==> src/prs80_pkg.sv <==
// ----------------------------------------------------------------------------
// prs80_pkg
// Shared types, constants and round functions for the PRESENT-80 engine.
// ----------------------------------------------------------------------------
`timescale 1ns / 1ps

package prs80_pkg;

    localparam int BLOCK_W    = 64;
    localparam int KEY_W      = 80;
    localparam int KEY_LO_W   = 16;
    localparam int KEY_COUNT  = 32;
    localparam int CNT_W      = $clog2(KEY_COUNT);
    localparam int DEF_ROUNDS = 31;
    localparam int DATA_W     = 64;
    localparam int ADDR_W     = 4;

    localparam logic REG_KEY_UPPER = 1'b0;
    localparam logic REG_KEY_LOWER = 1'b1;

    localparam logic DIR_ENCRYPT = 1'b0;
    localparam logic DIR_DECRYPT = 1'b1;

    localparam logic [3:0] SBOX_FWD [16] = '{
        4'hC, 4'h5, 4'h6, 4'hB, 4'h9, 4'h0, 4'hA, 4'hD,
        4'h3, 4'hE, 4'hF, 4'h8, 4'h4, 4'h7, 4'h1, 4'h2
    };
    localparam logic [3:0] SBOX_INV [16] = '{
        4'h5, 4'hE, 4'hF, 4'h8, 4'hC, 4'h1, 4'h2, 4'hD,
        4'hB, 4'h4, 4'h6, 4'h3, 4'h0, 4'h7, 4'h9, 4'hA
    };

    typedef logic [KEY_COUNT-1:0][BLOCK_W-1:0] key_array_t;

    typedef struct packed {
        logic               valid;
        logic               dir;
        logic [BLOCK_W-1:0] data;
    } stage_t;

    function automatic logic [BLOCK_W-1:0] sbox_layer_fwd(input logic [BLOCK_W-1:0] x);
        logic [BLOCK_W-1:0] y;
        for (int i = 0; i < BLOCK_W / 4; i++) begin
            y[4*i +: 4] = SBOX_FWD[x[4*i +: 4]];
        end
        return y;
    endfunction

    function automatic logic [BLOCK_W-1:0] sbox_layer_inv(input logic [BLOCK_W-1:0] x);
        logic [BLOCK_W-1:0] y;
        for (int i = 0; i < BLOCK_W / 4; i++) begin
            y[4*i +: 4] = SBOX_INV[x[4*i +: 4]];
        end
        return y;
    endfunction

    function automatic logic [BLOCK_W-1:0] perm_layer_fwd(input logic [BLOCK_W-1:0] x);
        logic [BLOCK_W-1:0] y;
        y[BLOCK_W-1] = x[BLOCK_W-1];
        for (int i = 0; i < BLOCK_W - 1; i++) begin
            y[(i * 16) % (BLOCK_W - 1)] = x[i];
        end
        return y;
    endfunction

    function automatic logic [BLOCK_W-1:0] perm_layer_inv(input logic [BLOCK_W-1:0] x);
        logic [BLOCK_W-1:0] y;
        y[BLOCK_W-1] = x[BLOCK_W-1];
        for (int i = 0; i < BLOCK_W - 1; i++) begin
            y[(i * 4) % (BLOCK_W - 1)] = x[i];
        end
        return y;
    endfunction

    function automatic logic [KEY_W-1:0] key_step(input logic [KEY_W-1:0] k,
                                                  input logic [CNT_W-1:0] ctr);
        logic [KEY_W-1:0] r;
        r          = {k[18:0], k[KEY_W-1:19]};
        r[79:76]   = SBOX_FWD[r[79:76]];
        r[19:15]   = r[19:15] ^ ctr;
        return r;
    endfunction

endpackage

==> src/prs80_round_cell.sv <==
// ----------------------------------------------------------------------------
// prs80_round_cell
// One cipher round, encrypt or inverse, registered toward the next cell.
// ----------------------------------------------------------------------------
`timescale 1ns / 1ps

module prs80_round_cell (
    input  logic                            aclk,
    input  logic                            aresetn,
    input  logic                            adv_i,
    input  prs80_pkg::stage_t               stage_i,
    input  logic [prs80_pkg::BLOCK_W-1:0]   enc_key_i,
    input  logic [prs80_pkg::BLOCK_W-1:0]   dec_key_i,
    output prs80_pkg::stage_t               stage_o
);
    import prs80_pkg::*;

    logic               valid_reg;
    logic               dir_reg;
    logic [BLOCK_W-1:0] data_reg;
    logic [BLOCK_W-1:0] data_next;

    always_comb begin
        unique case (stage_i.dir)
            DIR_DECRYPT: data_next = sbox_layer_inv(perm_layer_inv(stage_i.data)) ^ dec_key_i;
            default:     data_next = perm_layer_fwd(sbox_layer_fwd(stage_i.data ^ enc_key_i));
        endcase
    end

    always_ff @(posedge aclk) begin
        if (!aresetn) begin
            valid_reg <= 1'b0;
        end else if (adv_i) begin
            valid_reg <= stage_i.valid;
        end
    end

    always_ff @(posedge aclk) begin
        if (adv_i && stage_i.valid) begin
            dir_reg  <= stage_i.dir;
            data_reg <= data_next;
        end
    end

    assign stage_o = '{valid: valid_reg, dir: dir_reg, data: data_reg};

endmodule

==> config.mk <==
export PLATFORM = sky130hd
export DESIGN_NAME = prs80_round_cell
export DESIGN_NICKNAME = d
export VERILOG_FILES = /design/src/prs80_pkg.sv /design/src/prs80_round_cell.sv
export SDC_FILE = /design/constraint.sdc
export NUM_CORES = 1
export LEC_CHECK = 0
export ABC_AREA = 1
export BUFFER_PORTS_ARGS = -buffer_cell sky130_fd_sc_hd__buf_2
export CAP_MARGIN = 30
export CELL_PAD_IN_SITES_DETAIL_PLACEMENT = 0
export CELL_PAD_IN_SITES_GLOBAL_PLACEMENT = 2
export CORE_MARGIN = 4
export CORE_UTILIZATION = 29
export CTS_CLUSTER_DIAMETER = 100
export DETAILED_ROUTE_END_ITERATION = 6
export PLACE_DENSITY_LB_ADDON = 0.1
export SLEW_MARGIN = 20
export SYNTH_ARGS = -nofsm -noshare
export SYNTH_HDL_FRONTEND = slang
export SYNTH_SLANG_ARGS = --single-unit
==> constraint.sdc <==
create_clock -name aclk -period 2.89 [get_ports aclk]
set_input_delay 0.4335 -clock aclk [delete_from_list [all_inputs] [get_ports aclk]]
set_output_delay 0.4335 -clock aclk [all_outputs]
set_load 0.01 [all_outputs]
# Word-level counts from Yosys, hierarchy flattened
# Memories as Yosys holds them, arrays and structs flattened.
# Cells that the tools add are included.
# word_totals
ff_bits,66
latch_bits,0
ram_bits,0
mem_bits_ro,2048
input_bits,197
elab_cells,167
memories,32
# op_classes
add_sub_neg,0
mul,0
div_mod_pow,0
order_cmp,32
n_eq_ne,0
shift,0
mux,65
bitwise_logic,34
reduce_logical,1
# mem_list
memory,words,width,rd,rd_ports_with_merged_regs,wr,line_no,source
(no name shown),16,4,1,0,0,prs80_pkg.sv:44,y[4*i +: 4] = SBOX_FWD[x[4*i +: 4]];
(no name shown),16,4,1,0,0,prs80_pkg.sv:44,
(no name shown),16,4,1,0,0,prs80_pkg.sv:44,
(no name shown),16,4,1,0,0,prs80_pkg.sv:44,
(no name shown),16,4,1,0,0,prs80_pkg.sv:44,
(no name shown),16,4,1,0,0,prs80_pkg.sv:44,
26 more memories,--,--,--,--,--,--,
# op_table
cell,count
2-to-1 mux 4 bit,64
">= comparator 5 bit, second input constant",32
NOT 4 -> 5 bit,32
bitwise XOR 64 bit,2
2-to-1 mux 64 bit,1
logical AND 1 bit,1

# Longest topological paths before layout
# Gate-level depths: netlist (run 1).
# logic_depth
word_depth,6
ltp_mapped,13

# Worst setup path before layout (run 1)
# No wires, ideal clock.
# synth_timing
path_type,input to register
start,in adv_i
end,"reg data_reg[0], enable pin"
t_arrival_ps,1751
path_slack_ps,720
stages,2
path_cell_list,nand2_1 > inv_1
# synth_via
elab_chain_cells,1
# synth_rtl
item,line_no,source
start: declaration,prs80_round_cell.sv:10,"input logic adv_i,"
logical AND 1 bit,prs80_round_cell.sv:39,if (adv_i && stage_i.valid) begin
end signal: assignment,prs80_round_cell.sv:41,data_reg <= data_next;
end: declaration,prs80_round_cell.sv:20,logic [BLOCK_W-1:0] data_reg;
# No other way between the ends.
# A chain may end at the register's enable or synchronous reset.

# Final worst setup path (run 1)
# layout_timing
start,in stage_i[5] in the netlist's numbering
end,reg data_reg[49] (data pin)
# layout_via
elab_chain_cells,6
# layout_rtl
item,line_no,source
start: declaration,prs80_round_cell.sv:11,"input prs80_pkg::stage_t stage_i,"
bitwise XOR 64 bit,prs80_round_cell.sv:26,default: data_next = perm_layer_fwd(sbox_layer_fwd(stage_i.data ^ enc_key_i));
NOT 4 -> 5 bit (implied by the code),prs80_pkg.sv:44,
memory read (16 x 4 bit),--,
2-to-1 mux 4 bit (implied by the code) (2 in series),prs80_pkg.sv:44,
2-to-1 mux 64 bit,prs80_round_cell.sv:24,unique case (stage_i.dir)
net data_next[49],prs80_round_cell.sv:21,logic [BLOCK_W-1:0] data_next;
# The timed path passes the listed nets, and every way through them passes these cells. The select of a mux whose other input is x is not followed.

==> impl_metrics.ini, run 1 <==
[place]
pre_cts_slack_ps = 558
place.detailed.hpwl_mm = 33.7
place_congestion = 0.868
port_buffers = 262

[floorplan]
dieArea_um2 = 41100
start_util = 0.293
dieHeight_um = 203
design.core.area_um2 = 37600
ioPinCount = 263
fp.dieW_um = 203
rows = 71

[detailed_routing]
avgRoutedWirePerCell_um = 15.5
ant_nets = 0
wl_mm = 40.5
firstDrtPassIters = 5
drc_errors = 0
first_iter_violations = 569
viasPerCell = 4.52
vias = 11776

[yosys]
yosysMostFrequentCell = nand2_1
postSynthCellCount = 1841
syn-num-nets = 2195
synthArstFlopShare = 0
synth-seq-area-share = 0.179
ys_ff_latch = 66
syn_area_um2 = 11000
synth_area_leaders = nand2_1 28%, ha_1 18%, edfxtp_1 18%
ys.flop_type = edfxtp_1
synthTopCellsByCount = 820 x nand2_1, 302 x nand3_1, 232 x inv_1
yosysUniqueCellTypes = 29
synth_edf_count = 65
synth_top_area_cell = nand2_1
synth_warnings = 0
synthDominantCellAreaShare = 0.280
syn_area_per_cell_um2 = 5.98

[cts]
clk_pin_slew_ps = 70
cts_root_buf = clkbuf_16
clock_path_buffers = 2
cts-buffers-inserted = 9
cts_setup_buffers = 0
worstSkewPairLatency_ps = 360
cts_resized = 0
cts_tree = done
cts_sinks = 66
cts_hold_buffers = 0
h-tree-depth = 3

[power]
leakagePower_nw = 7.65
power.share.clock = 0.278
p_sw_mw = 1.86
p_int_mw = 2.54
irDropWorstVdd_mv = 0.311
pwr-share-comb = 0.447
p_seq_frac = 0.275
p_sw_frac = 0.422
power.density_nw_per_um2 = 335

[global_routing]
grt_max_degree = 65
grt_pass1_wl_mm = 61.9
grt_util_all_layers = 0.193
grt_pass1_vias = 11019
grt.overflow.total = 0
antenna_found_initial = 8

[run_status]
status = complete, no violations

[sta]
final-hold-violation-count = 0
period_needed_ps = 1870
fin_crit_sh = 0.648
setup_viol = 0
max_slew.worst_pin.slew_ps = 571
rsz0062_at_grt = false
setup_tns_ps = 0
fmax_mhz = 534
finClkSkew_ps = 0
drv_slew = 0
finalWorstSetupSlack_ps = 1020
slew_headroom = 0.617

[worst_setup_path]
worstPathMaxFanout = 6
crit_required_ps = 3000
crit_type = input pin to flop
reg2reg_depth = 2
regToRegSetupSlack_ps = 2310
startpoint_type = input pin
crit_path_end_kind = flop
crit_arrival_ps = 1980

[final_layout]
area_growth_pct = 19.5
antenna-diode-count = 0
fillers = 4225
drive_gt1_frac = 0.169
multi_input_area_um2 = 7810
final_nets = 2443
seq_area_um2 = 1970
largest_reg_flops = 64

[job]
cap_violations = 0

[worst_hold_path]
worstHoldPathType = input pin to flop
whs_path_depth = 2
[power groups by stage]
stage	combinational (mW)	sequential (mW)	clock [mW]
after floorplan	1.23	1.27	0
after global placement	2.00	1.23	0
after CTS	2.00	1.21	1.28
final	1.97	1.21	1.23
after global routing	2.28	1.22	1.31
after detailed placement	1.99	1.23	0
[worst max-delay path, stage by stage]
cell and delay (ps):
buf_2 140, inv_1 170, nand2_1 80, nand2_1 150
inv_1 110, ha_1 320, nand3_1 80, nand2_1 60
inv_1 40, nand2_1 40, nand2_1 60, nand2_1 210
nand2_1 80
[layer usage]
layer	track usage	vias up	wire (um)
met1	0.265	5231	19100
met3	0.0316	35	2190
met4	0.0436	14	606
met2	0.319	235	18500
met5	0	-	76
li1	-	6261	-
[per-stage QoR]
step	util	hold WS (ps)	total power, mW	cell area (um2)	instances
final	0.350	318	4.40	13200	2605
after global routing	0.350	312	4.80	13200	2605
after CTS	0.350	297	4.48	13200	2605
after detailed placement	0.342	468	3.22	12800	2589
after global placement	0.342	456	3.23	12800	2589
after floorplan	-	448	2.50	11000	1841
[area by class of cell]
cell class / count / area share
sequential: 66 / 0.150
clock buffer: 9 / 0.0171
timing repair buffer: 270 / 0.107
tap: 511 / 0.0486
multi-input combinational: 1471 / 0.594
clock inverter: 7 / 0.00580
inverter: 271 / 0.0777
[path summary, 6_finish.rpt]
path / from / to
min reg2reg: valid_reg / valid_reg
max reg2reg: valid_reg / valid_reg
min: aresetn / valid_reg
max: stage_i[5] / data_reg[49]
[cells by family (layout without fill, tap and decap cells)]
kind of cell / after synthesis / in the layout / synth area share
XOR/XNOR: 35 / 35 / 0.0347
flip-flops: 66 / 66 / 0.179
adder cells (fa/ha/maj): 157 / 157 / 0.179
AO/OA/AOI/OAI: 40 / 40 / 0.0191
buffers and inverters: 304 / 557 / 0.111
AND/OR/NAND/NOR: 1239 / 1239 / 0.477
[cell usage in the layout (no fill, tap or decap)]
cell / n
nor2_1: 53
xor2_1: 8
clkinv_2: 1
inv_1: 231
nand2_4: 1
or2_1: 1
nand3b_1: 43
bufinv_16: 1
a21oi_1: 3
o211ai_1: 3
inv_4: 2
o21ai_0: 15
clkinvlp_4: 2
o21ai_1: 18
a21boi_0: 1
xnor2_2: 7
nand3_1: 302
inv_2: 38
clkbuf_16: 9
ha_1: 157
buf_2: 262
buf_4: 5
nand2_1: 820
or2_0: 2
nand3_2: 1
xnor2_1: 17
buf_12: 3
dfxtp_1: 1
xor2_2: 3
inv_6: 2
clkinv_4: 1
nand2_2: 16
edfxtp_1: 65
Power figures use the tool's default switching activity.
==> run 2, diff against run 1 <==
==> constraint.sdc (replaced) <==
create_clock -name aclk -period 1.8 [get_ports aclk]
set_input_delay 0.27 -clock aclk [delete_from_list [all_inputs] [get_ports aclk]]
set_output_delay 0.27 -clock aclk [all_outputs]
set_load 0.01 [all_outputs]
==> run 2 against run 1 <==
- die area unchanged
- via count increased by 3.5%
- sequential share of layout area decreased by 0.98 points
- critical path depth decreased by 4
- utilization increased by 2.4 points
- non-clock buffer count increased by 115
- register-to-register slack got worse by 1100 ps
- first-iteration DRC count decreased by 7.0%
- wire length increased by 3.4%
- total power increased by 66%
- combinational power increased by 74%
==> impl_metrics.ini, run 2 (synthesis gave the netlist of run 1 again) <==
[run_status]
status = complete, no violations

[global_routing]
grt_pass1_vias = 11635
grt_max_degree = 46
antenna_found_initial = 8
grt_util_all_layers = 0.200
grt_pass1_wl_mm = 64.4
grt.overflow.total = 0

[floorplan]
dieHeight_um = 203
start_util = 0.293
fp.dieW_um = 203
design.core.area_um2 = 37600
dieArea_um2 = 41100
ioPinCount = 263
rows = 71

[power]
power.density_nw_per_um2 = 519
p_total_mw = 7.30
irDropWorstVdd_mv = 0.455
leakagePower_nw = 8.21

[detailed_routing]
vias = 12186
drc_errors = 0
avgRoutedWirePerCell_um = 15.4
firstDrtPassIters = 5
first_iter_violations = 529
viasPerCell = 4.48
wl_mm = 41.8
ant_nets = 0

[cts]
cts_setup_buffers = 0
cts_resized = 0
worstSkewPairLatency_ps = 360
clock_path_buffers = 2
cts_sinks = 66
cts_hold_buffers = 0
cts-buffers-inserted = 9
cts_root_buf = clkbuf_16
clk_pin_slew_ps = 70
h-tree-depth = 3
cts_tree = done

[final_layout]
final_nets = 2558
seq_area_um2 = 1970
area_growth_pct = 27.9
fillers = 4167
final_core_util = 0.374
multi_input_area_um2 = 7810
mostFrequentLayoutCells = 820 x nand2_1, 302 x nand3_1, 262 x buf_2
layout_commonest_cell = nand2_1
largest_reg_flops = 64
drive_gt1_frac = 0.211

[worst_hold_path]
worstHoldPathType = input pin to flop
whs_path_depth = 2

[place]
place.detailed.hpwl_mm = 35.4
port_buffers = 262
place_congestion = 0.887

[worst_setup_path]
crit_type = input pin to flop
startpoint_type = input pin
reg2reg_depth = 2
crit_required_ps = 1910
worstPathMaxFanout = 5
crit_path_end_kind = flop
crit_arrival_ps = 1590

[sta]
whs_ps = 156
max_slew.worst_pin.slew_ps = 626
fin_crit_sh = 0.818
setup_viol = 0
period_needed_ps = 1470
rsz0062_at_grt = false
drv_slew = 0
fmax_mhz = 679
finClkSkew_ps = 0
final-hold-violation-count = 0
setup_tns_ps = 0
slew_headroom = 0.580

[job]
cap_violations = 0
-- run 2: cell types whose count changed in the layout (fill, tap and decap cells not counted), sizes merged --
cell	delta
diode	+2
clkinvlp	+1
inv	-3
clkbuf	+1
buf	+115
clkinv	+1
-- run 2: per-stage QoR --
step / area, um2 / setup WS, ps / cells
after floorplan: 11000 / 97.1 / 1841
after global placement: 13800 / -38.2 / 2704
after detailed placement: 13800 / -47.0 / 2704
after CTS: 14100 / 348 / 2720
after global routing: 14100 / 236 / 2722
final: 14100 / 328 / 2722
-- run 2: worst paths after layout --
kind	startpoint	slack (ps)	end
worst min register to register	valid_reg	490	valid_reg
worst max register to register	valid_reg	1200	valid_reg
worst max-delay path	stage_i[16]	330	data_reg[2]
worst min-delay path	aresetn	160	valid_reg
-- run 2: layer usage --
metal / global-route usage / wire length [um]
met1: 0.268 / 19600
met2: 0.333 / 19300
met3: 0.0339 / 2030
met4: 0.0575 / 856
met5: 0 / 56
-- run 2: report_power, final --
part | switching [mW] | leakage (nW) | internal [mW]
logic | 2.11 | 7.47 | 1.33
clock network | 0.846 | 0.134 | 1.06
registers | 0.0659 | 0.610 | 1.89
-- run 2: worst max-delay path: stages --
cell     delay, ps
buf_2          180
inv_1          130
ha_1           310
nor2_1         210
nor2_1          70
o21ai_1        100
nand3_1         90
nand3_1        160
nand2_1         70
-- run 2: area by class of cell --
| type | instances | share of cell area |
|---|---|---|
| tap | 511 | 0.0454 |
| timing repair buffer | 385 | 0.166 |
| antenna | 2 | 0.000356 |
| sequential | 66 | 0.140 |
| inverter | 271 | 0.0729 |
| clock inverter | 6 | 0.00409 |
| multi-input combinational | 1471 | 0.555 |
| clock buffer | 10 | 0.0163 |
